<file path="src/rtl/csu_pkg.sv">
// types and constants for the c string literal unescape block
// shared by csu_step and c_string_literal_unescape_core; no dependencies
package csu_pkg;

	localparam int CHAR_BITS = 8;
	localparam int CH_W      = 8;
	localparam int VAL_W     = 8;
	localparam int KIND_W    = 3;
	localparam int DIG_W     = 4;

	// result queue between the decode step and the master side
	localparam int OQ_DEPTH = 4;
	localparam int OQ_AW    = $clog2(OQ_DEPTH);
	localparam int OQ_CW    = $clog2(OQ_DEPTH + 1);

	// source characters
	localparam logic [CH_W-1:0] CH_NUL    = 8'h00;
	localparam logic [CH_W-1:0] CH_QUOTE  = 8'h22;
	localparam logic [CH_W-1:0] CH_SLASH  = 8'h2F;
	localparam logic [CH_W-1:0] CH_ZERO   = 8'h30;
	localparam logic [CH_W-1:0] CH_SEVEN  = 8'h37;
	localparam logic [CH_W-1:0] CH_NINE   = 8'h39;
	localparam logic [CH_W-1:0] CH_QMARK  = 8'h3F;
	localparam logic [CH_W-1:0] CH_UP_A   = 8'h41;
	localparam logic [CH_W-1:0] CH_UP_F   = 8'h46;
	localparam logic [CH_W-1:0] CH_UP_U   = 8'h55;
	localparam logic [CH_W-1:0] CH_BSLASH = 8'h5C;
	localparam logic [CH_W-1:0] CH_LO_A   = 8'h61;
	localparam logic [CH_W-1:0] CH_LO_B   = 8'h62;
	localparam logic [CH_W-1:0] CH_LO_F   = 8'h66;
	localparam logic [CH_W-1:0] CH_LO_N   = 8'h6E;
	localparam logic [CH_W-1:0] CH_LO_R   = 8'h72;
	localparam logic [CH_W-1:0] CH_LO_T   = 8'h74;
	localparam logic [CH_W-1:0] CH_LO_U   = 8'h75;
	localparam logic [CH_W-1:0] CH_LO_V   = 8'h76;
	localparam logic [CH_W-1:0] CH_LO_X   = 8'h78;

	// decoded control characters
	localparam logic [CH_W-1:0] C_BEL = 8'h07;
	localparam logic [CH_W-1:0] C_BS  = 8'h08;
	localparam logic [CH_W-1:0] C_HT  = 8'h09;
	localparam logic [CH_W-1:0] C_LF  = 8'h0A;
	localparam logic [CH_W-1:0] C_VT  = 8'h0B;
	localparam logic [CH_W-1:0] C_FF  = 8'h0C;
	localparam logic [CH_W-1:0] C_CR  = 8'h0D;

	localparam logic [DIG_W-1:0] OCT_REST = 4'd2;
	localparam logic [DIG_W-1:0] HEX_U_N  = 4'd4;
	localparam logic [DIG_W-1:0] HEX_UU_N = 4'd8;

	typedef enum logic [5:0] {
		M_IDLE = 6'b000001,
		M_BODY = 6'b000010,
		M_ESC  = 6'b000100,
		M_OCT  = 6'b001000,
		M_HEXN = 6'b010000,
		M_HEXX = 6'b100000
	} mode_t;

	typedef enum logic [KIND_W-1:0] {
		K_CHAR     = 3'd0,
		K_DONE     = 3'd1,
		K_NOQUOTE  = 3'd2,
		K_EOF      = 3'd3,
		K_UNKNOWN  = 3'd4,
		K_BADDIGIT = 3'd5
	} kind_t;

	typedef struct packed {
		mode_t                mode;
		logic [DIG_W-1:0]     digits;
		logic [CHAR_BITS-1:0] acc;
	} state_t;

	typedef struct packed {
		kind_t            kind;
		logic [VAL_W-1:0] value;
		logic             last;
	} result_t;

	// up to two results from one character, first one in res0
	typedef struct packed {
		logic [1:0] n;
		result_t    res0;
		result_t    res1;
	} step_t;

endpackage

</file>
<file path="src/rtl/csu_step.sv">
// decode step: next state and results for one source character
// uses csu_pkg
module csu_step (
	input  csu_pkg::state_t            st,
	input  logic [csu_pkg::CH_W-1:0]   ch,
	output csu_pkg::state_t            st_nxt,
	output csu_pkg::step_t             step
);

	function automatic csu_pkg::result_t mk_res(csu_pkg::kind_t k,
		logic [csu_pkg::VAL_W-1:0] v);
		csu_pkg::result_t r;
		r.kind  = k;
		r.value = (k == csu_pkg::K_CHAR) ? v : '0;
		r.last  = 1'b0;
		return r;
	endfunction

	// bit 4 set when the character is not a hex digit
	function automatic logic [4:0] hex_val(logic [csu_pkg::CH_W-1:0] c);
		logic [4:0] h;
		h = 5'h10;
		if (c >= csu_pkg::CH_ZERO && c <= csu_pkg::CH_NINE)
			h = {1'b0, c[3:0]};
		else if ((c >= csu_pkg::CH_LO_A && c <= csu_pkg::CH_LO_F) ||
			(c >= csu_pkg::CH_UP_A && c <= csu_pkg::CH_UP_F))
			h = {1'b0, 4'(c[3:0] + 4'd9)};
		return h;
	endfunction

	csu_pkg::state_t  idle_st;
	csu_pkg::state_t  body_st;
	csu_pkg::result_t body_res;
	logic             body_emit;
	logic [4:0]       hv;
	logic             is_oct;
	logic [csu_pkg::CHAR_BITS-1:0] acc_o;
	logic [csu_pkg::CHAR_BITS-1:0] acc_h;
	logic [csu_pkg::DIG_W-1:0]     dig_dec;
	logic [csu_pkg::CH_W-1:0]      simple_v;
	logic                          simple_ok;
	logic [1:0]                    n;
	csu_pkg::result_t              r0;
	csu_pkg::result_t              r1;

	assign hv      = hex_val(ch);
	assign is_oct  = (ch >= csu_pkg::CH_ZERO) && (ch <= csu_pkg::CH_SEVEN);
	assign acc_o   = {st.acc[csu_pkg::CHAR_BITS-4:0], ch[2:0]};
	assign acc_h   = {st.acc[csu_pkg::CHAR_BITS-5:0], hv[3:0]};
	assign dig_dec = st.digits - 1'b1;

	always_comb begin
		idle_st.mode   = csu_pkg::M_IDLE;
		idle_st.digits = '0;
		idle_st.acc    = '0;
	end

	// ordinary literal character; also used right after a \x run ends
	always_comb begin
		body_st.mode   = csu_pkg::M_BODY;
		body_st.digits = st.digits;
		body_st.acc    = '0;
		body_emit      = 1'b1;
		body_res       = mk_res(csu_pkg::K_CHAR, ch);
		if (ch == csu_pkg::CH_NUL) begin
			body_st  = idle_st;
			body_res = mk_res(csu_pkg::K_EOF, '0);
		end else if (ch == csu_pkg::CH_BSLASH) begin
			body_st.mode = csu_pkg::M_ESC;
			body_emit    = 1'b0;
		end else if (ch == csu_pkg::CH_QUOTE) begin
			body_st  = idle_st;
			body_res = mk_res(csu_pkg::K_DONE, '0);
		end
	end

	always_comb begin
		simple_ok = 1'b1;
		simple_v  = ch;
		unique case (ch)
			csu_pkg::CH_BSLASH, csu_pkg::CH_SLASH,
			csu_pkg::CH_QUOTE, csu_pkg::CH_QMARK: simple_v = ch;
			csu_pkg::CH_LO_A: simple_v = csu_pkg::C_BEL;
			csu_pkg::CH_LO_B: simple_v = csu_pkg::C_BS;
			csu_pkg::CH_LO_F: simple_v = csu_pkg::C_FF;
			csu_pkg::CH_LO_N: simple_v = csu_pkg::C_LF;
			csu_pkg::CH_LO_R: simple_v = csu_pkg::C_CR;
			csu_pkg::CH_LO_T: simple_v = csu_pkg::C_HT;
			csu_pkg::CH_LO_V: simple_v = csu_pkg::C_VT;
			default: simple_ok = 1'b0;
		endcase
	end

	always_comb begin
		st_nxt = st;
		n      = 2'd0;
		r0     = mk_res(csu_pkg::K_CHAR, '0);
		r1     = mk_res(csu_pkg::K_CHAR, '0);
		unique case (st.mode)
			csu_pkg::M_IDLE: begin
				if (ch == csu_pkg::CH_QUOTE) begin
					st_nxt.mode = csu_pkg::M_BODY;
				end else begin
					st_nxt = idle_st;
					n      = 2'd1;
					r0     = mk_res(csu_pkg::K_NOQUOTE, '0);
				end
			end
			csu_pkg::M_BODY: begin
				st_nxt = body_st;
				n      = {1'b0, body_emit};
				r0     = body_res;
			end
			csu_pkg::M_ESC: begin
				if (ch == csu_pkg::CH_NUL) begin
					st_nxt = idle_st;
					n      = 2'd1;
					r0     = mk_res(csu_pkg::K_EOF, '0);
				end else if (ch >= csu_pkg::CH_ZERO && ch <= csu_pkg::CH_NINE) begin
					if (!is_oct) begin
						st_nxt = idle_st;
						n      = 2'd1;
						r0     = mk_res(csu_pkg::K_BADDIGIT, '0);
					end else begin
						st_nxt.mode   = csu_pkg::M_OCT;
						st_nxt.digits = csu_pkg::OCT_REST;
						st_nxt.acc    = {{(csu_pkg::CHAR_BITS-3){1'b0}}, ch[2:0]};
					end
				end else if (ch == csu_pkg::CH_LO_U || ch == csu_pkg::CH_UP_U) begin
					st_nxt.mode   = csu_pkg::M_HEXN;
					st_nxt.digits = (ch == csu_pkg::CH_LO_U) ? csu_pkg::HEX_U_N
						: csu_pkg::HEX_UU_N;
					st_nxt.acc    = '0;
				end else if (ch == csu_pkg::CH_LO_X) begin
					st_nxt.mode = csu_pkg::M_HEXX;
					st_nxt.acc  = '0;
				end else if (simple_ok) begin
					st_nxt.mode = csu_pkg::M_BODY;
					n           = 2'd1;
					r0          = mk_res(csu_pkg::K_CHAR, simple_v);
				end else begin
					st_nxt = idle_st;
					n      = 2'd1;
					r0     = mk_res(csu_pkg::K_UNKNOWN, '0);
				end
			end
			csu_pkg::M_OCT: begin
				if (ch == csu_pkg::CH_NUL) begin
					st_nxt = idle_st;
					n      = 2'd1;
					r0     = mk_res(csu_pkg::K_EOF, '0);
				end else if (!is_oct) begin
					st_nxt = idle_st;
					n      = 2'd1;
					r0     = mk_res(csu_pkg::K_BADDIGIT, '0);
				end else if (dig_dec == '0) begin
					st_nxt.mode   = csu_pkg::M_BODY;
					st_nxt.digits = dig_dec;
					st_nxt.acc    = '0;
					n             = 2'd1;
					r0            = mk_res(csu_pkg::K_CHAR, acc_o[csu_pkg::VAL_W-1:0]);
				end else begin
					st_nxt.digits = dig_dec;
					st_nxt.acc    = acc_o;
				end
			end
			csu_pkg::M_HEXN: begin
				if (ch == csu_pkg::CH_NUL) begin
					st_nxt = idle_st;
					n      = 2'd1;
					r0     = mk_res(csu_pkg::K_EOF, '0);
				end else if (hv[4]) begin
					st_nxt = idle_st;
					n      = 2'd1;
					r0     = mk_res(csu_pkg::K_BADDIGIT, '0);
				end else if (dig_dec == '0) begin
					st_nxt.mode   = csu_pkg::M_BODY;
					st_nxt.digits = dig_dec;
					st_nxt.acc    = '0;
					n             = 2'd1;
					r0            = mk_res(csu_pkg::K_CHAR, acc_h[csu_pkg::VAL_W-1:0]);
				end else begin
					st_nxt.digits = dig_dec;
					st_nxt.acc    = acc_h;
				end
			end
			csu_pkg::M_HEXX: begin
				if (!hv[4]) begin
					st_nxt.acc = acc_h;
				end else begin
					// run ends: emit value, then the character goes through the body path
					st_nxt = body_st;
					r0     = mk_res(csu_pkg::K_CHAR, st.acc[csu_pkg::VAL_W-1:0]);
					r1     = body_res;
					n      = body_emit ? 2'd2 : 2'd1;
				end
			end
			default: st_nxt = idle_st;
		endcase
		r0.last = (n == 2'd1);
		r1.last = (n == 2'd2);
	end

	assign step.n    = n;
	assign step.res0 = r0;
	assign step.res1 = r1;

endmodule

</file>
<file path="src/rtl/c_string_literal_unescape_core.sv">
// C string literal decoder: one source character per input word
// top level; uses csu_pkg and csu_step
//
// slave side: s_tvalid/s_tready/s_tdata carry one source character per word,
// a zero character marks end of input. master side carries the results:
// m_tuser gives the kind (decoded character, string done or an error code),
// m_tdata the decoded character (zero for anything but a character) and
// m_tlast marks the last result caused by one source character.
// a character makes zero, one or two results; an error returns the decoder
// to idle, waiting for the next opening quote.
// a taken character waits in the input register; the decode step writes its
// results to the result queue, which feeds the master side. one character
// is taken every cycle as long as the results drain; the rate is set by the
// single master port, one result per cycle, behind the four-word queue.
// when the receiver stalls the queue fills and s_tready drops once fewer
// than two queue slots are free and the input register is occupied.
// reset clears the decoder state, the input register and the result queue.
module c_string_literal_unescape_core (
	input  logic                          clk,
	input  logic                          arst_n,
	input  logic                          s_tvalid,
	output logic                          s_tready,
	input  logic [7:0]                    s_tdata,   // [7:0] ch
	output logic                          m_tvalid,
	input  logic                          m_tready,
	output logic [7:0]                    m_tdata,   // [7:0] value
	output logic [csu_pkg::KIND_W-1:0]    m_tuser,   // [2:0] kind
	output logic                          m_tlast
);

	logic                          valid_s1;
	logic [csu_pkg::CH_W-1:0]      ch_s1;
	csu_pkg::state_t               state_q;
	csu_pkg::state_t               state_nxt;
	csu_pkg::step_t                step;

	csu_pkg::result_t              oq_q [csu_pkg::OQ_DEPTH];
	logic [csu_pkg::OQ_AW-1:0]     wr_ptr_q;
	logic [csu_pkg::OQ_AW-1:0]     rd_ptr_q;
	logic [csu_pkg::OQ_CW-1:0]     count_q;

	logic fire;
	logic pop;
	logic s_acc;

	csu_step u_step (
		.st     (state_q),
		.ch     (ch_s1),
		.st_nxt (state_nxt),
		.step   (step)
	);

	// room for two results before the step runs
	assign fire     = valid_s1 &&
		(count_q <= csu_pkg::OQ_CW'(csu_pkg::OQ_DEPTH - 2));
	assign s_tready = !valid_s1 || fire;
	assign s_acc    = s_tvalid && s_tready;

	assign m_tvalid = (count_q != '0);
	assign pop      = m_tvalid && m_tready;
	assign m_tdata  = oq_q[rd_ptr_q].value;
	assign m_tuser  = oq_q[rd_ptr_q].kind;
	assign m_tlast  = oq_q[rd_ptr_q].last;

	always_ff @(posedge clk or negedge arst_n) begin
		if (!arst_n) begin
			valid_s1       <= 1'b0;
			state_q.mode   <= csu_pkg::M_IDLE;
			state_q.digits <= '0;
			state_q.acc    <= '0;
			wr_ptr_q       <= '0;
			rd_ptr_q       <= '0;
			count_q        <= '0;
		end else begin
			if (s_acc)
				valid_s1 <= 1'b1;
			else if (fire)
				valid_s1 <= 1'b0;
			if (fire) begin
				state_q  <= state_nxt;
				wr_ptr_q <= wr_ptr_q + csu_pkg::OQ_AW'(step.n);
			end
			if (pop)
				rd_ptr_q <= rd_ptr_q + 1'b1;
			count_q <= count_q + (fire ? csu_pkg::OQ_CW'(step.n) : '0)
				- csu_pkg::OQ_CW'(pop);
		end
	end

	always_ff @(posedge clk) begin
		if (s_acc)
			ch_s1 <= s_tdata;
		if (fire && step.n != 2'd0)
			oq_q[wr_ptr_q] <= step.res0;
		if (fire && step.n == 2'd2)
			oq_q[wr_ptr_q + 1'b1] <= step.res1;
	end

	a_oq_bound: assert property (@(posedge clk) disable iff (!arst_n)
		count_q <= csu_pkg::OQ_CW'(csu_pkg::OQ_DEPTH))
		else $error("result queue overflow");

	a_s1_hold: assert property (@(posedge clk) disable iff (!arst_n)
		valid_s1 && !fire |=> valid_s1 && $stable(ch_s1))
		else $error("input register lost a word");

	a_pair: assert property (@(posedge clk) disable iff (!arst_n)
		fire && step.n == 2'd2 |->
			step.res0.kind == csu_pkg::K_CHAR && !step.res0.last && step.res1.last)
		else $error("bad result pair");

	a_ptr_gap: assert property (@(posedge clk) disable iff (!arst_n)
		count_q != csu_pkg::OQ_CW'(csu_pkg::OQ_DEPTH) && count_q != '0 |->
			wr_ptr_q != rd_ptr_q)
		else $error("queue pointers out of step");

endmodule
</file>
<file path="config.mk">
export PLATFORM = sky130hd
export DESIGN_NAME = c_string_literal_unescape_core
export DESIGN_NICKNAME = d
export VERILOG_FILES = /design/src/rtl/csu_pkg.sv /design/src/rtl/csu_step.sv /design/src/rtl/c_string_literal_unescape_core.sv
export SDC_FILE = /design/constraint.sdc
export NUM_CORES = 1
export LEC_CHECK = 0
export ABC_AREA = 1
export BUFFER_PORTS_ARGS = -buffer_cell sky130_fd_sc_hd__buf_4
export CAP_MARGIN = 15
export CORE_UTILIZATION = 30
export CTS_CLUSTER_SIZE = 8
export DETAILED_ROUTE_END_ITERATION = 8
export SLEW_MARGIN = 5
export SYNTH_ARGS = -nofsm -noshare
export SYNTH_HDL_FRONTEND = slang
export SYNTH_SLANG_ARGS = --single-unit
</file>
<file path="constraint.sdc">
create_clock -name clk -period 3.49 [get_ports clk]
set_input_delay 0.1745 -clock clk [delete_from_list [all_inputs] [get_ports clk]]
set_output_delay 0.1745 -clock clk [all_outputs]
set_load 0.02 [all_outputs]
</file>
## Word level (Yosys, flattened, before mapping)

Memory sizes are Yosys's and may differ from the RTL's.
Cells that the tools add are included.

| storage, ports and cells | value |
|---|---|
| register bits after elaboration | 34 |
| output and inout port bits | 14 |
| memories | 1 |
| memory bits (writable) | 48 |

Memories:

| memory | depth | width | rd ports | clocked after memory_dff | write ports | line | RTL |
|---|---|---|---|---|---|---|---|
| oq_q | 4 | 12 | 1 | 0 | 2 | c_string_literal_unescape_core.sv:37 | `csu_pkg::result_t oq_q [csu_pkg::OQ_DEPTH];` |

| operators by class | value |
|---|---|
| add/subtract/negate cells | 7 |
| equal/unequal tests | 27 |
| magnitude comparators | 8 |
| muxes and demuxes | 73 |
| reductions and logical operators | 22 |

Operators by type and width:

| operator | count |
|---|---|
| 12-bit two-way mux | 16 |
| 18-bit two-way mux | 8 |
| 18-bit one-hot mux with 6 select lines | 1 |
| 8-bit by 7-bit == test with 1-bit output (second input constant) | 11 |
| 12-bit one-hot mux with 6 select lines | 1 |
| 8-bit one-hot mux with 7 select lines | 1 |
| 8-bit two-way mux | 4 |
| 10-bit two-way mux | 3 |
| 9-bit two-way mux | 3 |
| 8-bit by 6-bit == test with 1-bit output (second input constant) | 3 |
| 2-bit two-way mux | 12 |
| 8-bit by 7-bit >= comparator with 1-bit output (second input constant) | 2 |
| 8-bit by 6-bit <= comparator with 1-bit output (second input constant) | 2 |
| 8-bit by 7-bit <= comparator with 1-bit output (second input constant) | 2 |
| 16-bit two-way mux | 1 |
| 14-bit two-way mux | 1 |
| 1-bit two-way mux | 13 |
| 6-bit two-way mux | 2 |
| 2-bit one-hot mux with 6 select lines | 1 |
| 11-bit two-way mux | 1 |
| 11-bit OR reduction | 1 |
| 5-bit two-way mux | 2 |
| 1-bit logical AND | 9 |
| 8-bit by 6-bit >= comparator with 1-bit output (second input constant) | 1 |
| other kinds (31) | 36 |

## Longest topological paths before layout

Gate-level depths: netlist (run 1).

| logic depth | value |
|---|---|
| depth after elaboration | 12 |
| depth in mapped cells | 21 |
| gate-level depth less buffers | 21 |

## By module

Synthesis (run 1) repeated with hierarchy kept, for this count alone.

| unflattened totals | value |
|---|---|
| cells, all modules | 824 |
| area, all modules | 5776.8 sq um |

By module, submodules not included:

| module | times used | cells an instance | sequential area each (sq um) | area each (sq um) |
|---|---|---|---|---|
| c_string_literal_unescape_core | 1 | 430 | 2333.5 | 3901.2 |
| csu_step | 1 | 394 | 0.0 | 1875.5 |

## Worst setup path before layout (run 1)

OpenSTA, ideal clock, no wires.

| path | value |
|---|---|
| path type | register to register |
| from | register ch_s1[0] in the netlist's numbering |
| to | register count_q[2] in the netlist's numbering |
| stages on the path, launching flop included | 21 |
| slack | 518 ps |
| setup time | 123 ps |
| buffers on the path | 0 |
| arrival time | 2850 ps |
| cells stage by stage | edfxtp_1 -> inv_1 -> ha_1 -> nor2_2 -> nand2_2 -> nand2_4 -> inv_4 -> nor2_8 -> nand2_8 -> nand2_2 -> nand2_1 -> nand2_1 -> nand2_1 -> and2_1 -> inv_1 -> nand2_1 -> ha_1 -> inv_1 -> ha_1 -> fa_1 -> xnor2_1 |

| on the way | value |
|---|---|
| longest elaborated chain between the ends | 11 |
| elaborated cells on any way between the ends | 39 |

Ends and longest elaborated chain:

| item | line | RTL |
|---|---|---|
| from (decl) | c_string_literal_unescape_core.sv:32 | `logic [csu_pkg::CH_W-1:0] ch_s1;` |
| from (signal assigned) | c_string_literal_unescape_core.sv:92 | `ch_s1 <= s_tdata;` |
| 8-bit by 7-bit >= comparator with 1-bit output (tied with other cells) | csu_step.sv:25 | `else if ((c >= csu_pkg::CH_LO_A && c <= csu_pkg::CH_LO_F) \|\|` |
| 1-bit logical AND, on equally long branches | csu_step.sv:25, csu_step.sv:26 |  |
| 1-bit logical OR | csu_step.sv:25 |  |
| 5-bit two-way mux | csu_step.sv:25 |  |
| 5-bit two-way mux | csu_step.sv:23 | `if (c >= csu_pkg::CH_ZERO && c <= csu_pkg::CH_NINE)` |
| 2-bit two-way mux | csu_step.sv:172 | `end else if (hv[4]) begin` |
| 2-bit two-way mux | csu_step.sv:168 | `if (ch == csu_pkg::CH_NUL) begin` |
| 2-bit one-hot mux with 6 select lines (*) | csu_step.sv:99 | `unique case (st.mode)` |
| 2-bit two-way mux (*) | c_string_literal_unescape_core.sv:85 | `count_q <= count_q + (fire ? csu_pkg::OQ_CW'(step.n) : '0)` |
| 3-bit by 2-bit adder with 3-bit output (*) | c_string_literal_unescape_core.sv:85 |  |
| 3-bit by 1-bit subtractor with 3-bit output (*) | c_string_literal_unescape_core.sv:86 | `- csu_pkg::OQ_CW'(pop);` |
| to (signal assigned) | c_string_literal_unescape_core.sv:85 |  |
| to (decl) | c_string_literal_unescape_core.sv:40 | `logic [csu_pkg::OQ_CW-1:0] count_q;` |

Every way passes the cells marked *; elsewhere a longest branch is shown, timed or not.
A chain may end at the register's enable or synchronous reset.

## Worst setup path after layout (run 1)

Ends and elaborated chain as after synthesis.

==> results of run 1 <==
## logic make-up (layout without fill, tap and decap cells)
logic type / Yosys count / after routing / share of synthesized area (%)
fa+ha+maj: 11 / 11 / 2.67
compound gates: 125 / 125 / 12.6
buf+inv: 103 / 151 / 7.81
flops: 82 / 82 / 42.2
simple gates: 386 / 386 / 33.6
xor+xnor: 7 / 7 / 1.13
## power by group
group / leakage [uW] / switching (uW) / total [uW] / internal, uW
Clock: 0.000147 / 419 / 985 / 566
Sequential: 0.000866 / 112 / 1340 / 1230
Combinational: 0.00174 / 1150 / 1670 / 517
## what timing repair did
| action | 4_1_cts | 5_1_grt |
|---|---|---|
| hold buffers | 9 | 0 |
| hold endpoints to repair | 33 | 0 |
| endpoints found under the setup margin | 0 | 0 |
## flip-flops by register name, summed over array words and instances (netlist names)
name / flops
state_q: 18
rd_ptr_q: 2
ch_s1: 8
valid_s1: 1
oq_q: 48
count_q: 3
wr_ptr_q: 2
## layout make-up
class	count	area (um2)	area share [%]
multi-input cells	529	2720	43.0
flip-flops and latches	82	2290	36.3
repair buffers	50	398	6.29
inverters	85	325	5.15
well taps	225	282	4.45
clock buffers	9	225	3.56
clock inverters	7	81.3	1.29
## final timing paths
kind,slack (ns),end,cells after the start,from
hold / removal,0.02,valid_s1$_DFFE_PN0P_,3,s_tvalid
setup reg to reg,0.30,count_q[2]$_DFF_PN0_,20,ch_s1[0]$_DFFE_PP_
max in group asynchronous,2.89,state_q[12]$_DFFE_PN1P_,2,arst_n
setup / recovery,0.30,count_q[2]$_DFF_PN0_,20,ch_s1[0]$_DFFE_PP_
min in group asynchronous,0.29,state_q[11]$_DFFE_PN0P_,2,arst_n
hold reg to reg,0.48,oq_q[0][11]$_SDFFE_PP0N_,2,oq_q[0][11]$_SDFFE_PP0N_
## per-layer routing
| layer | global-route usage (%) | routed length [um] |
|---|---|---|
| met5 | 0 | 0 |
| met4 | 7.90 | 536 |
| met2 | 27.5 | 6990 |
| met3 | 2.67 | 1060 |
| met1 | 23.8 | 7080 |
## synth_stat cells (14+ instances only)
library cell | instances | area share [%]
o21ai_1 | 34 | 3.1
o22ai_1 | 18 | 2.1
a21oi_1 | 14 | 1.3
nand4_1 | 39 | 4.5
nand2_1 | 171 | 12
o21ai_0 | 44 | 4.1
nand3_1 | 44 | 4.1
inv_1 | 72 | 5.0
dfrtp_1 | 25 | 12
nor2_1 | 85 | 5.9
edfxtp_1 | 52 | 29
## critical path, cell delays in order, from the launching register on
cell and delay (ns):
edfxtp_1 0.39, buf_4 0.18, ha_1 0.21, inv_1 0.10
nand2_2 0.09, nand2_4 0.13, inv_4 0.06, nor2_8 0.13
nand2_8 0.11, nand2_2 0.10, nand2_1 0.06, nand2_1 0.08
nand2_1 0.07, and2_1 0.19, inv_1 0.09, nand2_1 0.05
ha_1 0.27, inv_1 0.04, ha_1 0.18, fa_1 0.38
xnor2_1 0.14
## through the flow
step / cell area (um2) / power, uW / cells / util [%] / hold WS [ns]
2_1_floorplan: 5430 / 2490 / 714 / - / -0.121
3_3_place_gp: 5920 / 3010 / 962 / 33.9 / 0.119
3_5_place_dp: 5920 / 3020 / 962 / 33.9 / 0.126
4_1_cts: 6320 / 4010 / 987 / 36.2 / 0.0153
5_1_grt: 6320 / 4230 / 987 / 36.2 / 0.0452
6_report: 6320 / 3990 / 987 / 36.2 / 0.0209
==> tab_implementation.tex, run 1 <==
\begin{tabular}{lr}
\hline
Metric & Value \\
\hline
\multicolumn{2}{l}{\textbf{Finish}} \\
\quad Number of antenna repair diodes & 0 \\
\quad Most common cell after layout, fill and taps aside & nand2\_1 \\
\quad Highest-count cells in the layout ignoring fill and taps & nand2\_1, nor2\_1, inv\_1 \\
\quad Number of nets in the final layout & 780 \\
\quad Filler cells & 1810 \\
\quad Fraction of layout cells with a size suffix above 1 & 13.8\% \\
\quad Synthesis-to-finish area growth & 16.4\% \\
\multicolumn{2}{l}{\textbf{Placement}} \\
\quad Setup slack after placement & 0.315 ns \\
\quad Detailed-placement wirelength estimate & 12000 um \\
\quad Placer Congestion & 0.956 \\
\quad IO buf count & 25 \\
\multicolumn{2}{l}{\textbf{Detailed routing}} \\
\quad Number of remaining DRC errors & 0 \\
\quad Remaining antenna violation count & 0 \\
\quad Total number of vias & 5145 \\
\quad Sum of routed wire length over all layers & 15700 um \\
\quad Number of search-and-repair iterations in the first detailed-routing pass & 8 \\
\quad DRC marker count from the first detailed-route iteration & 523 \\
\quad Routed via count divided by cell count & 5.21 \\
\quad Wirelength per Cell & 15.9 um \\
\multicolumn{2}{l}{\textbf{Timing}} \\
\quad Pins over their slew limit & 0 \\
\quad Post-route minimum period & 3.19 ns \\
\quad Number of hold violations in the final report & 0 \\
\quad Unrepaired setup endpoints after global routing & no \\
\quad Min setup slack post-route & 0.301 ns \\
\quad Max-Slew Margin vs Limit & 44.7\% \\
\quad Final setup fails & 0 \\
\quad Final total negative setup slack & 0 ns \\
\quad Worst Skew & 0.0102 ns \\
\quad Share of the cycle needed by the critical path after routing & 91.4\% \\
\quad Highest attainable clock frequency & 0.314 GHz \\
\quad Slew @ Worst Pin & 0.827 ns \\
\multicolumn{2}{l}{\textbf{Global routing}} \\
\quad Global-route wire length before repair & 24700 um \\
\quad Gr ovfl total & 0 \\
\quad Number of antenna violations at the first check in global routing & 0 \\
\quad Largest net degree at the start of global routing & 32 \\
\quad Total global routing track utilization & 17.5\% \\
\quad Number of global-route vias before repair & 4722 \\
\multicolumn{2}{l}{\textbf{Die}} \\
\quad Y dimension of the die & 137 um \\
\quad Starting density of the core & 31.1\% \\
\quad Die area & 18600 um2 \\
\quad Core region area & 17500 um2 \\
\quad I/O pin count & 26 \\
\quad Overall die width & 137 um \\
\quad Site row count & 48 \\
\multicolumn{2}{l}{\textbf{Pwr}} \\
\quad Worst voltage drop across the vdd grid & 0.281 mV \\
\quad Static Leak & 0.00275 uW \\
\quad PD cells & 632 nW/um2 \\
\multicolumn{2}{l}{\textbf{Critical path}} \\
\quad Worst-path fanout max & 17 \\
\quad Type of the setup path with the least slack & flop to flop \\
\quad Endpoint type of the worst setup path & flop \\
\quad Required time at the endpoint of the critical path & 3.73 ns \\
\quad Type of origin of the critical path & flop \\
\quad Critical Path AT & 3.43 ns \\
\multicolumn{2}{l}{\textbf{Clock network}} \\
\quad Library cell used as clock root buffer & clkbuf\_16 \\
\quad Clock Latency Late Sink & 0.35 ns \\
\quad Maximum clock path buffer count & 2 \\
\quad Count of clock tree sinks & 82 \\
\quad Buffers inserted during post-CTS setup optimization & 0 \\
\quad Number of gates resized after cts & 0 \\
\quad Clock-pin slew on the worst setup and hold paths & 0.07 ns \\
\quad Number of levels in the clock H-tree & 3 \\
\quad Clock tree from TritonCTS & yes \\
\quad Num CTS Buffers & 9 \\
\multicolumn{2}{l}{\textbf{Synthesis}} \\
\quad Total standard cell area after synthesis & 5430 um2 \\
\quad Flop and latch count out of synthesis & 82 \\
\quad Count of flip-flops with a built-in enable after synthesis & 52 \\
\quad Synth Flop Type & edfxtp\_1 \\
\quad Yosys Warn Count & 0 \\
\quad Proportion of synthesized flip-flops having asynchronous set or reset & 31.7\% \\
\quad Library cells used by synthesis & 47 \\
\quad Post-synthesis average cell area & 7.61 um2 \\
\quad Sequential area share after synthesis & 42.2\% \\
\quad Syn\_nets & 737 \\
\quad Number of standard cells after synthesis & 714 \\
\multicolumn{2}{l}{\textbf{Run status}} \\
\quad Outcome & finished clean \\
\multicolumn{2}{l}{\textbf{Flow run}} \\
\quad Max-cap violations & 0 \\
\multicolumn{2}{l}{\textbf{Min path}} \\
\quad Path type of the worst min-delay path & input pin to flop \\
\hline
\end{tabular}
(Power assumes the default switching activity.)
==> run 2, diff against run 1 <==
CAP_MARGIN = 20   (was 15)
CELL_PAD_IN_SITES_DETAIL_PLACEMENT = 1   (was default)
CELL_PAD_IN_SITES_GLOBAL_PLACEMENT = 2   (was default)
CORE_UTILIZATION = 37   (was 30)
PLACE_DENSITY_LB_ADDON = 0.1   (was default)
==> run 2 against run 1 <==
Sequential power is 3% higher. Largest power group unchanged. Routed wire length is 18% higher. Sequential share of layout area is 0.12 points higher. Setup slack better by 0.028 ns. Total power is 1.3% higher. Clock power is 5.9% lower. Final area is 0.34% lower. Sequential cell count stayed put.
==> tab_implementation.tex, run 2 (synthesis gave the netlist of run 1 again) <==
\begin{tabular}{lr}
\hline
Metric & Value \\
\hline
\multicolumn{2}{l}{\textbf{Critical path}} \\
\quad Worst Reg-to-Reg Cells & 20 (unchanged) \\
\quad Type of the setup path with the least slack & flop to flop (unchanged) \\
\quad Largest stage delay on the critical path & 0.39 ns (about the same) \\
\quad Worst-path fanout max & 9 (was 17) \\
\quad Type of origin of the critical path & flop (unchanged) \\
\quad Required time at the endpoint of the critical path & 3.72 ns (was 3.73 ns) \\
\quad Critical Path AT & 3.40 ns (was 3.43 ns) \\
\quad Slack of the worst reg-to-reg path & 0.33 ns (was 0.30 ns) \\
\quad Cell repeated most along the worst path & nand2\_1 (unchanged) \\
\quad Launching point of the worst reg2reg path & ch\_s1[0]\$\_DFFE\_PP\_ (unchanged) \\
\quad Worst path cell trace & buf\_4, ha\_1, inv\_1, nand2\_2, nand2\_4, inv\_4, nor2\_8, nand2\_8, nand2\_2, nand2\_1, nand2\_1, nand2\_1, and2\_1, inv\_1, nand2\_1, ha\_1, inv\_1, ha\_1, fa\_1, xnor2\_1 (unchanged) \\
\quad Combined buffer and inverter count along the critical path & 5 (unchanged) \\
\quad Worst-path cell with the longest stage delay & edfxtp\_1 (unchanged) \\
\quad Endpoint type of the worst setup path & flop (unchanged) \\
\quad Worst reg2reg path endpoint & count\_q[2]\$\_DFF\_PN0\_ (unchanged) \\
\quad Delay-heaviest family, CP & adder cells (unchanged) \\
\multicolumn{2}{l}{\textbf{Finish}} \\
\quad Most common cell after layout, fill and taps aside & nand2\_1 (unchanged) \\
\quad Number of antenna repair diodes & 0 (unchanged) \\
\quad Highest-count cells in the layout ignoring fill and taps & nand2\_1, nor2\_1, inv\_1 (unchanged) \\
\quad Filler cells & 1735 (was 1810) \\
\quad Number of flip-flops in the largest register & 48 (unchanged) \\
\quad Synthesis-to-finish area growth & 16.0\% (was 16.4\%) \\
\quad Post-layout instance count excluding filler cells & 950 (was 987) \\
\quad Final design area excluding fillers & 6300 um2 (was 6320 um2) \\
\quad Number of nets in the final layout & 788 (was 780) \\
\quad Regs by FF count & oq\_q x48, state\_q x18, ch\_s1 x8 (unchanged) \\
\quad Fraction of layout cells with a size suffix above 1 & 14.0\% (was 13.8\%) \\
\quad Biggest register & oq\_q (unchanged) \\
\multicolumn{2}{l}{\textbf{Timing}} \\
\quad Unrepaired setup endpoints after global routing & no (unchanged) \\
\quad Post-route minimum period & 3.16 ns (was 3.19 ns) \\
\quad Number of hold violations in the final report & 0 (unchanged) \\
\quad Highest attainable clock frequency & 0.316 GHz (was 0.314 GHz) \\
\quad Final total negative setup slack & 0 ns (unchanged) \\
\quad Min setup slack post-route & 0.329 ns (was 0.301 ns) \\
\quad Share of the cycle needed by the critical path after routing & 90.6\% (was 91.4\%) \\
\quad Worst Skew & 0.0104 ns (was 0.0102 ns) \\
\quad Final setup fails & 0 (unchanged) \\
\quad Max-Slew Margin vs Limit & 45.8\% (was 44.7\%) \\
\quad Final-layout worst hold slack & 0.0323 ns (was 0.0209 ns) \\
\quad Slew @ Worst Pin & 0.813 ns (was 0.827 ns) \\
\quad Pins over their slew limit & 0 (unchanged) \\
\multicolumn{2}{l}{\textbf{Die}} \\
\quad Starting density of the core & 38.5\% (was 31.1\%) \\
\quad Y dimension of the die & 123 um (was 137 um) \\
\quad Overall die width & 123 um (was 137 um) \\
\quad Die area & 15200 um2 (was 18600 um2) \\
\quad Site row count & 43 (was 48) \\
\quad Core region area & 14100 um2 (was 17500 um2) \\
\quad I/O pin count & 26 (unchanged) \\
\multicolumn{2}{l}{\textbf{Placement}} \\
\quad IO buf count & 25 (unchanged) \\
\quad Setup slack after placement & 0.334 ns (was 0.315 ns) \\
\quad Detailed-placement wirelength estimate & 14700 um (was 12000 um) \\
\quad Dpl cells & 925 (was 962) \\
\quad Placer Congestion & 0.992 (was 0.956) \\
\quad Placed cell area & 5930 um2 (was 5920 um2) \\
\multicolumn{2}{l}{\textbf{Clock network}} \\
\quad Clock-pin slew on the worst setup and hold paths & 0.06 ns (was 0.07 ns) \\
\quad Count of clock tree sinks & 82 (unchanged) \\
\quad Number of levels in the clock H-tree & 3 (unchanged) \\
\quad Number of gates resized after cts & 0 (unchanged) \\
\quad Clock tree from TritonCTS & yes (unchanged) \\
\quad Clock Latency Late Sink & 0.35 ns (about the same) \\
\quad Library cell used as clock root buffer & clkbuf\_16 (unchanged) \\
\quad Maximum clock path buffer count & 2 (unchanged) \\
\quad Num CTS Buffers & 9 (unchanged) \\
\multicolumn{2}{l}{\textbf{Global routing}} \\
\quad Number of global-route vias before repair & 5447 (was 4722) \\
\quad Largest net degree at the start of global routing & 32 (unchanged) \\
\quad Gr ovfl total & 0 (unchanged) \\
\quad Total global routing track utilization & 26.3\% (was 17.5\%) \\
\quad Global-route wire length before repair & 29500 um (was 24700 um) \\
\quad Number of antenna violations at the first check in global routing & 0 (unchanged) \\
\multicolumn{2}{l}{\textbf{Pwr}} \\
\quad Proportion of total power due to net switching & 42.3\% (was 42.1\%) \\
\quad Static Leak & 0.00278 uW (was 0.00275 uW) \\
\quad PD cells & 642 nW/um2 (was 632 nW/um2) \\
\quad Relative contribution of sequential cells to total power & 34.1\% (was 33.6\%) \\
\quad Worst voltage drop across the vdd grid & 0.300 mV (was 0.281 mV) \\
\quad Part of the total power dissipated in the clock network & 22.9\% (was 24.7\%) \\
\quad Power dissipated by switching net loads & 1710 uW (was 1680 uW) \\
\quad Combinational Power Share & 43.0\% (was 41.7\%) \\
\quad Internal cell power & 2330 uW (was 2310 uW) \\
\multicolumn{2}{l}{\textbf{Detailed routing}} \\
\quad Routed via count divided by cell count & 5.47 (was 5.21) \\
\quad Number of search-and-repair iterations in the first detailed-routing pass & 4 (was 8) \\
\quad Number of remaining DRC errors & 0 (unchanged) \\
\quad Total number of vias & 5195 (was 5145) \\
\quad Wirelength per Cell & 19.4 um (was 15.9 um) \\
\quad Remaining antenna violation count & 0 (unchanged) \\
\quad Sum of routed wire length over all layers & 18500 um (was 15700 um) \\
\quad DRC marker count from the first detailed-route iteration & 365 (was 523) \\
\multicolumn{2}{l}{\textbf{Min path}} \\
\quad Hold Path Depth & 3 (unchanged) \\
\quad Path type of the worst min-delay path & input pin to flop (unchanged) \\
\quad Hold-critical path endpoint & valid\_s1\$\_DFFE\_PN0P\_ (unchanged) \\
\quad Start point of the worst hold path & s\_tvalid (unchanged) \\
\multicolumn{2}{l}{\textbf{Flow run}} \\
\quad Max-cap violations & 0 (unchanged) \\
\multicolumn{2}{l}{\textbf{Run status}} \\
\quad Outcome & finished clean (unchanged) \\
\hline
\end{tabular}
## run 2: worst max path at each step
stage                           startpoint              endpoint  slack, ns  depth (start not counted)
CTS                 state_q[8]$_DFFE_PN0P_  count_q[2]$_DFF_PN0_       0.32                         21
detailed placement      ch_s1[0]$_DFFE_PP_  count_q[2]$_DFF_PN0_       0.33                         20
global placement    state_q[8]$_DFFE_PN0P_  count_q[2]$_DFF_PN0_       0.42                         21
floorplan               ch_s1[0]$_DFFE_PP_  count_q[2]$_DFF_PN0_       0.52                         20
global route        state_q[8]$_DFFE_PN0P_  count_q[2]$_DFF_PN0_       0.09                         21
finish                  ch_s1[0]$_DFFE_PP_  count_q[2]$_DFF_PN0_       0.33                         20
## run 2: layer usage
layer | global-route usage (%) | vias up | share of wire [%]
met1 | 31.8 | 2524 | 43
met4 | 12.3 | 0 | 3.8
li1 | - | 2531 | -
met2 | 45.1 | 97 | 49
met5 | 0 | - | 0
met3 | 4.70 | 43 | 4.2
## run 2: area by class of cell
class | instances | area (um2) | share of cell area (%)
Clock inverter | 4 | 45.0 | 0.715
Tap cell | 180 | 225 | 3.57
Clock buffer | 12 | 236 | 3.75
Timing Repair Buffer | 58 | 458 | 7.27
Inverter | 85 | 325 | 5.16
Multi-Input combinational cell | 529 | 2720 | 43.1
Sequential cell | 82 | 2290 | 36.4
## run 2: worst register-to-register path: stages (launching register included)
cell and delay, ns:
edfxtp_1 0.39, buf_4 0.18, ha_1 0.21, inv_1 0.11
nand2_2 0.09, nand2_4 0.13, inv_4 0.07, nor2_8 0.14
nand2_8 0.06, nand2_2 0.07, nand2_1 0.05, nand2_1 0.07
nand2_1 0.08, and2_1 0.23, inv_1 0.11, nand2_1 0.06
ha_1 0.28, inv_1 0.04, ha_1 0.18, fa_1 0.37
xnor2_1 0.13
## run 2: power by group through the flow
| stage | sequential, uW | clock (uW) | combinational, uW |
|---|---|---|---|
| 6_report | 1380 | 927 | 1740 |
| 5_1_grt | 1400 | 982 | 1920 |
| 4_1_cts | 1380 | 944 | 1740 |
| 3_5_place_dp | 1400 | 0 | 1730 |
| 3_3_place_gp | 1390 | 0 | 1690 |
| 2_1_floorplan | 1320 | 0 | 1170 |
## run 2: what timing repair did
item                                   CTS  global route
setup buffers                            0             0
endpoints found under the hold margin   32             1
hold buffers                             8             1
## run 2: per-stage QoR
step	total power (uW)	utilization, %
finish	4050	44.7
floorplan	2490	-
global route	4300	44.7
CTS	4070	44.6
detailed placement	3130	42.1
global placement	3080	42.1
==> run 3, diff against run 2 <==
CELL_PAD_IN_SITES_DETAIL_PLACEMENT = default   (was 1)
CELL_PAD_IN_SITES_GLOBAL_PLACEMENT = default   (was 2)
CORE_UTILIZATION = 60   (was 37)
PLACE_DENSITY = 0.78   (was default)
PLACE_DENSITY_LB_ADDON = default   (was 0.1)
==> run 3 against run 2 <==
Global-route usage increased by 8.0 points. Clock power decreased by 29%. Via count about the same. Sequential power about the same. Clock skew increased by 0.00098 ns. Non-clock buffer count decreased by 11. Routed wire length decreased by 16%. Register-to-register slack got worse by 0.13 ns. Count of clock-buffer cells in the layout decreased by 3. Cell count decreased by 8.7%. Core utilization increased by 24 points. Largest cell class unchanged. Largest power group unchanged.
==> tab_implementation.tex, run 3 (synthesis gave the netlist of run 1 again) <==
\begin{tabular}{lr}
\hline
Metric & Value \\
\hline
\multicolumn{2}{l}{\textbf{Run status}} \\
\quad Outcome & finished clean (unchanged) \\
\multicolumn{2}{l}{\textbf{Finish}} \\
\quad Number of antenna repair diodes & 0 (unchanged) \\
\quad Seq. cell area & 2290 um2 (unchanged) \\
\quad Regs by FF count & oq\_q x48, state\_q x18, ch\_s1 x8 (unchanged) \\
\quad Filler cells & 727 (was 1735) \\
\quad Post-layout instance count excluding filler cells & 867 (was 950) \\
\quad Number of flip-flops in the largest register & 48 (unchanged) \\
\quad Combined area of the multi-input logic cells & 2720 um2 (unchanged) \\
\quad Number of nets in the final layout & 777 (was 788) \\
\quad Synthesis-to-finish area growth & 11.0\% (was 16.0\%) \\
\quad Biggest register & oq\_q (unchanged) \\
\quad Most common cell after layout, fill and taps aside & nand2\_1 (unchanged) \\
\quad Highest-count cells in the layout ignoring fill and taps & nand2\_1, nor2\_1, inv\_1 (unchanged) \\
\quad Fraction of layout cells with a size suffix above 1 & 13.4\% (was 14.0\%) \\
\multicolumn{2}{l}{\textbf{Die}} \\
\quad Overall die width & 97.1 um (was 123 um) \\
\quad Site row count & 34 (was 43) \\
\quad I/O pin count & 26 (unchanged) \\
\quad Die area & 9440 um2 (was 15200 um2) \\
\quad Y dimension of the die & 97.1 um (was 123 um) \\
\quad Core region area & 8760 um2 (was 14100 um2) \\
\quad Starting density of the core & 62.0\% (was 38.5\%) \\
\multicolumn{2}{l}{\textbf{Critical path}} \\
\quad Cell repeated most along the worst path & nand2\_1 (unchanged) \\
\quad Worst path cell trace & inv\_1, ha\_1, nor2\_2, nand2\_2, nand2\_4, inv\_4, nor2\_8, nand2\_8, nand2\_2, nand2\_1, nand2\_1, nand2\_1, and2\_1, inv\_1, nand2\_1, ha\_1, inv\_1, ha\_1, fa\_1, xnor2\_1 (was buf\_4, ha\_1, inv\_1, nand2\_2, nand2\_4, inv\_4, nor2\_8, nand2\_8, nand2\_2, nand2\_1, nand2\_1, nand2\_1, and2\_1, inv\_1, nand2\_1, ha\_1, inv\_1, ha\_1, fa\_1, xnor2\_1) \\
\quad Critical Path AT & 3.55 ns (was 3.40 ns) \\
\quad Type of origin of the critical path & flop (unchanged) \\
\quad Largest stage delay on the critical path & 0.51 ns (was 0.39 ns) \\
\quad Required time at the endpoint of the critical path & 3.74 ns (was 3.72 ns) \\
\quad Endpoint type of the worst setup path & flop (unchanged) \\
\quad Worst-path fanout max & 9 (unchanged) \\
\quad Worst-path cell with the longest stage delay & edfxtp\_1 (unchanged) \\
\quad Type of the setup path with the least slack & flop to flop (unchanged) \\
\multicolumn{2}{l}{\textbf{Timing}} \\
\quad Final-layout worst hold slack & 0.0142 ns (was 0.0323 ns) \\
\quad Final setup fails & 0 (unchanged) \\
\quad Number of hold violations in the final report & 0 (unchanged) \\
\quad Final total negative setup slack & 0 ns (unchanged) \\
\quad Pins over their slew limit & 0 (unchanged) \\
\quad Share of the cycle needed by the critical path after routing & 94.3\% (was 90.6\%) \\
\quad Worst Skew & 0.0114 ns (was 0.0104 ns) \\
\quad Unrepaired setup endpoints after global routing & no (unchanged) \\
\quad Slew @ Worst Pin & 0.845 ns (was 0.813 ns) \\
\quad Highest attainable clock frequency & 0.304 GHz (was 0.316 GHz) \\
\quad Max-Slew Margin vs Limit & 43.7\% (was 45.8\%) \\
\quad Post-route minimum period & 3.29 ns (was 3.16 ns) \\
\multicolumn{2}{l}{\textbf{Clock network}} \\
\quad Count of clock tree sinks & 82 (unchanged) \\
\quad Number of levels in the clock H-tree & 3 (unchanged) \\
\quad Buffers inserted during post-CTS setup optimization & 0 (unchanged) \\
\quad Num CTS Buffers & 9 (unchanged) \\
\quad Library cell used as clock root buffer & clkbuf\_8 (was clkbuf\_16) \\
\quad Clock Latency Late Sink & 0.36 ns (was 0.35 ns) \\
\quad Maximum clock path buffer count & 2 (unchanged) \\
\quad Clock tree from TritonCTS & yes (unchanged) \\
\quad Clock-pin slew on the worst setup and hold paths & 0.09 ns (was 0.06 ns) \\
\multicolumn{2}{l}{\textbf{Placement}} \\
\quad Placer Congestion & 1.10 (was 0.992) \\
\quad Dpl cells & 842 (was 925) \\
\quad IO buf count & 25 (unchanged) \\
\quad Detailed-placement wirelength estimate & 11900 um (was 14700 um) \\
\multicolumn{2}{l}{\textbf{Pwr}} \\
\quad Worst voltage drop across the vdd grid & 0.304 mV (was 0.300 mV) \\
\quad Power dissipated by switching net loads & 1650 uW (was 1710 uW) \\
\quad PD cells & 607 nW/um2 (was 642 nW/um2) \\
\quad Part of the total power dissipated in the clock network & 18.0\% (was 22.9\%) \\
\quad Static Leak & 0.00268 uW (was 0.00278 uW) \\
\quad Internal cell power & 2010 uW (was 2330 uW) \\
\quad Relative contribution of sequential cells to total power & 37.1\% (was 34.1\%) \\
\quad Proportion of total power due to net switching & 45.0\% (was 42.3\%) \\
\quad Combinational Power Share & 45.0\% (was 43.0\%) \\
\multicolumn{2}{l}{\textbf{Detailed routing}} \\
\quad Number of remaining DRC errors & 0 (unchanged) \\
\quad Number of search-and-repair iterations in the first detailed-routing pass & 7 (was 4) \\
\quad Sum of routed wire length over all layers & 15500 um (was 18500 um) \\
\quad Wirelength per Cell & 17.9 um (was 19.4 um) \\
\quad Remaining antenna violation count & 0 (unchanged) \\
\quad DRC marker count from the first detailed-route iteration & 472 (was 365) \\
\quad Routed via count divided by cell count & 6.00 (was 5.47) \\
\quad Total number of vias & 5198 (was 5195) \\
\multicolumn{2}{l}{\textbf{Global routing}} \\
\quad Largest net degree at the start of global routing & 34 (was 32) \\
\quad Gr ovfl total & 0 (unchanged) \\
\quad Global-route wire length before repair & 25400 um (was 29500 um) \\
\quad Number of antenna violations at the first check in global routing & 0 (unchanged) \\
\quad Number of global-route vias before repair & 5046 (was 5447) \\
\quad Total global routing track utilization & 34.3\% (was 26.3\%) \\
\multicolumn{2}{l}{\textbf{Min path}} \\
\quad Path type of the worst min-delay path & input pin to flop (unchanged) \\
\multicolumn{2}{l}{\textbf{Flow run}} \\
\quad Max-cap violations & 0 (unchanged) \\
\hline
\end{tabular}
run 3: changes by cell type in the layout (fill, tap and decap cells not counted), sizes merged:
| cell | delta |
|---|---|
| buf | -11 |
| inv | +4 |
| clkbuf | -3 |
| bufinv | -1 |
run 3: what timing repair did:
action | in CTS | in global routing
gates resized for setup | 0 | 0
hold endpoints to repair | 33 | 0
hold buffers | 9 | 0
endpoints found under the setup margin | 0 | 0
run 3: critical path: cells and delay by family, from the launching register on:
kind / cells / cell delay [ns]
buffers and inverters: 4 / 0.35
xor gates and xnor gates: 1 / 0.14
and+or+nand+nor: 11 / 1.12
adders and majority gates: 4 / 1.08
DFF: 1 / 0.51
run 3: worst paths after layout:
kind                                           from                  endpoint  slack [ns]  cells past startpoint
setup / recovery                 ch_s1[1]$_DFFE_PP_      count_q[2]$_DFF_PN0_        0.20                     20
hold / removal                             s_tvalid      valid_s1$_DFFE_PN0P_        0.01                      3
setup reg to reg                 ch_s1[1]$_DFFE_PP_      count_q[2]$_DFF_PN0_        0.20                     20
hold reg to reg            oq_q[3][11]$_SDFFE_PP0N_  oq_q[3][11]$_SDFFE_PP0N_        0.49                      2
max in group asynchronous                    arst_n   state_q[12]$_DFFE_PN1P_        2.90                      2
min in group asynchronous                    arst_n      count_q[2]$_DFF_PN0_        0.27                      2
run 3: cell type report:
| type | count | share of cell area, % |
|---|---|---|
| clock inverters | 7 | 0.976 |
| multi-input cells | 529 | 45.1 |
| inverters | 85 | 5.40 |
| clock buffers | 9 | 2.05 |
| repair buffers | 47 | 6.23 |
| flip-flops and latches | 82 | 38.0 |
| well taps | 108 | 2.24 |
run 3: through the flow:
stage | setup WS [ns] | area [um2] | utilization, % | total power, uW
global placement | 0.338 | 5760 | 65.7 | 2940
CTS | 0.218 | 6030 | 68.8 | 3650
detailed placement | 0.240 | 5760 | 65.7 | 2990
finish | 0.199 | 6030 | 68.8 | 3660
global route | 0.00935 | 6030 | 68.8 | 3870
floorplan | 0.518 | 5430 | - | 2490
run 3: routing by layer:
metal	GRT usage (%)	part of all wire, %	vias to the layer above
met3	7.27	7.6	47
met1	42.1	40	2370
met2	57.4	48	276
met5	0	0	-
met4	16.9	4.3	0
li1	-	-	2505
run 3: power by group through the flow:
stage	Clock, uW	Sequential, uW	Combinational [uW]
floorplan	0	1320	1170
global placement	0	1370	1570
detailed placement	0	1370	1620
CTS	664	1350	1630
global route	704	1370	1790
finish	657	1360	1650
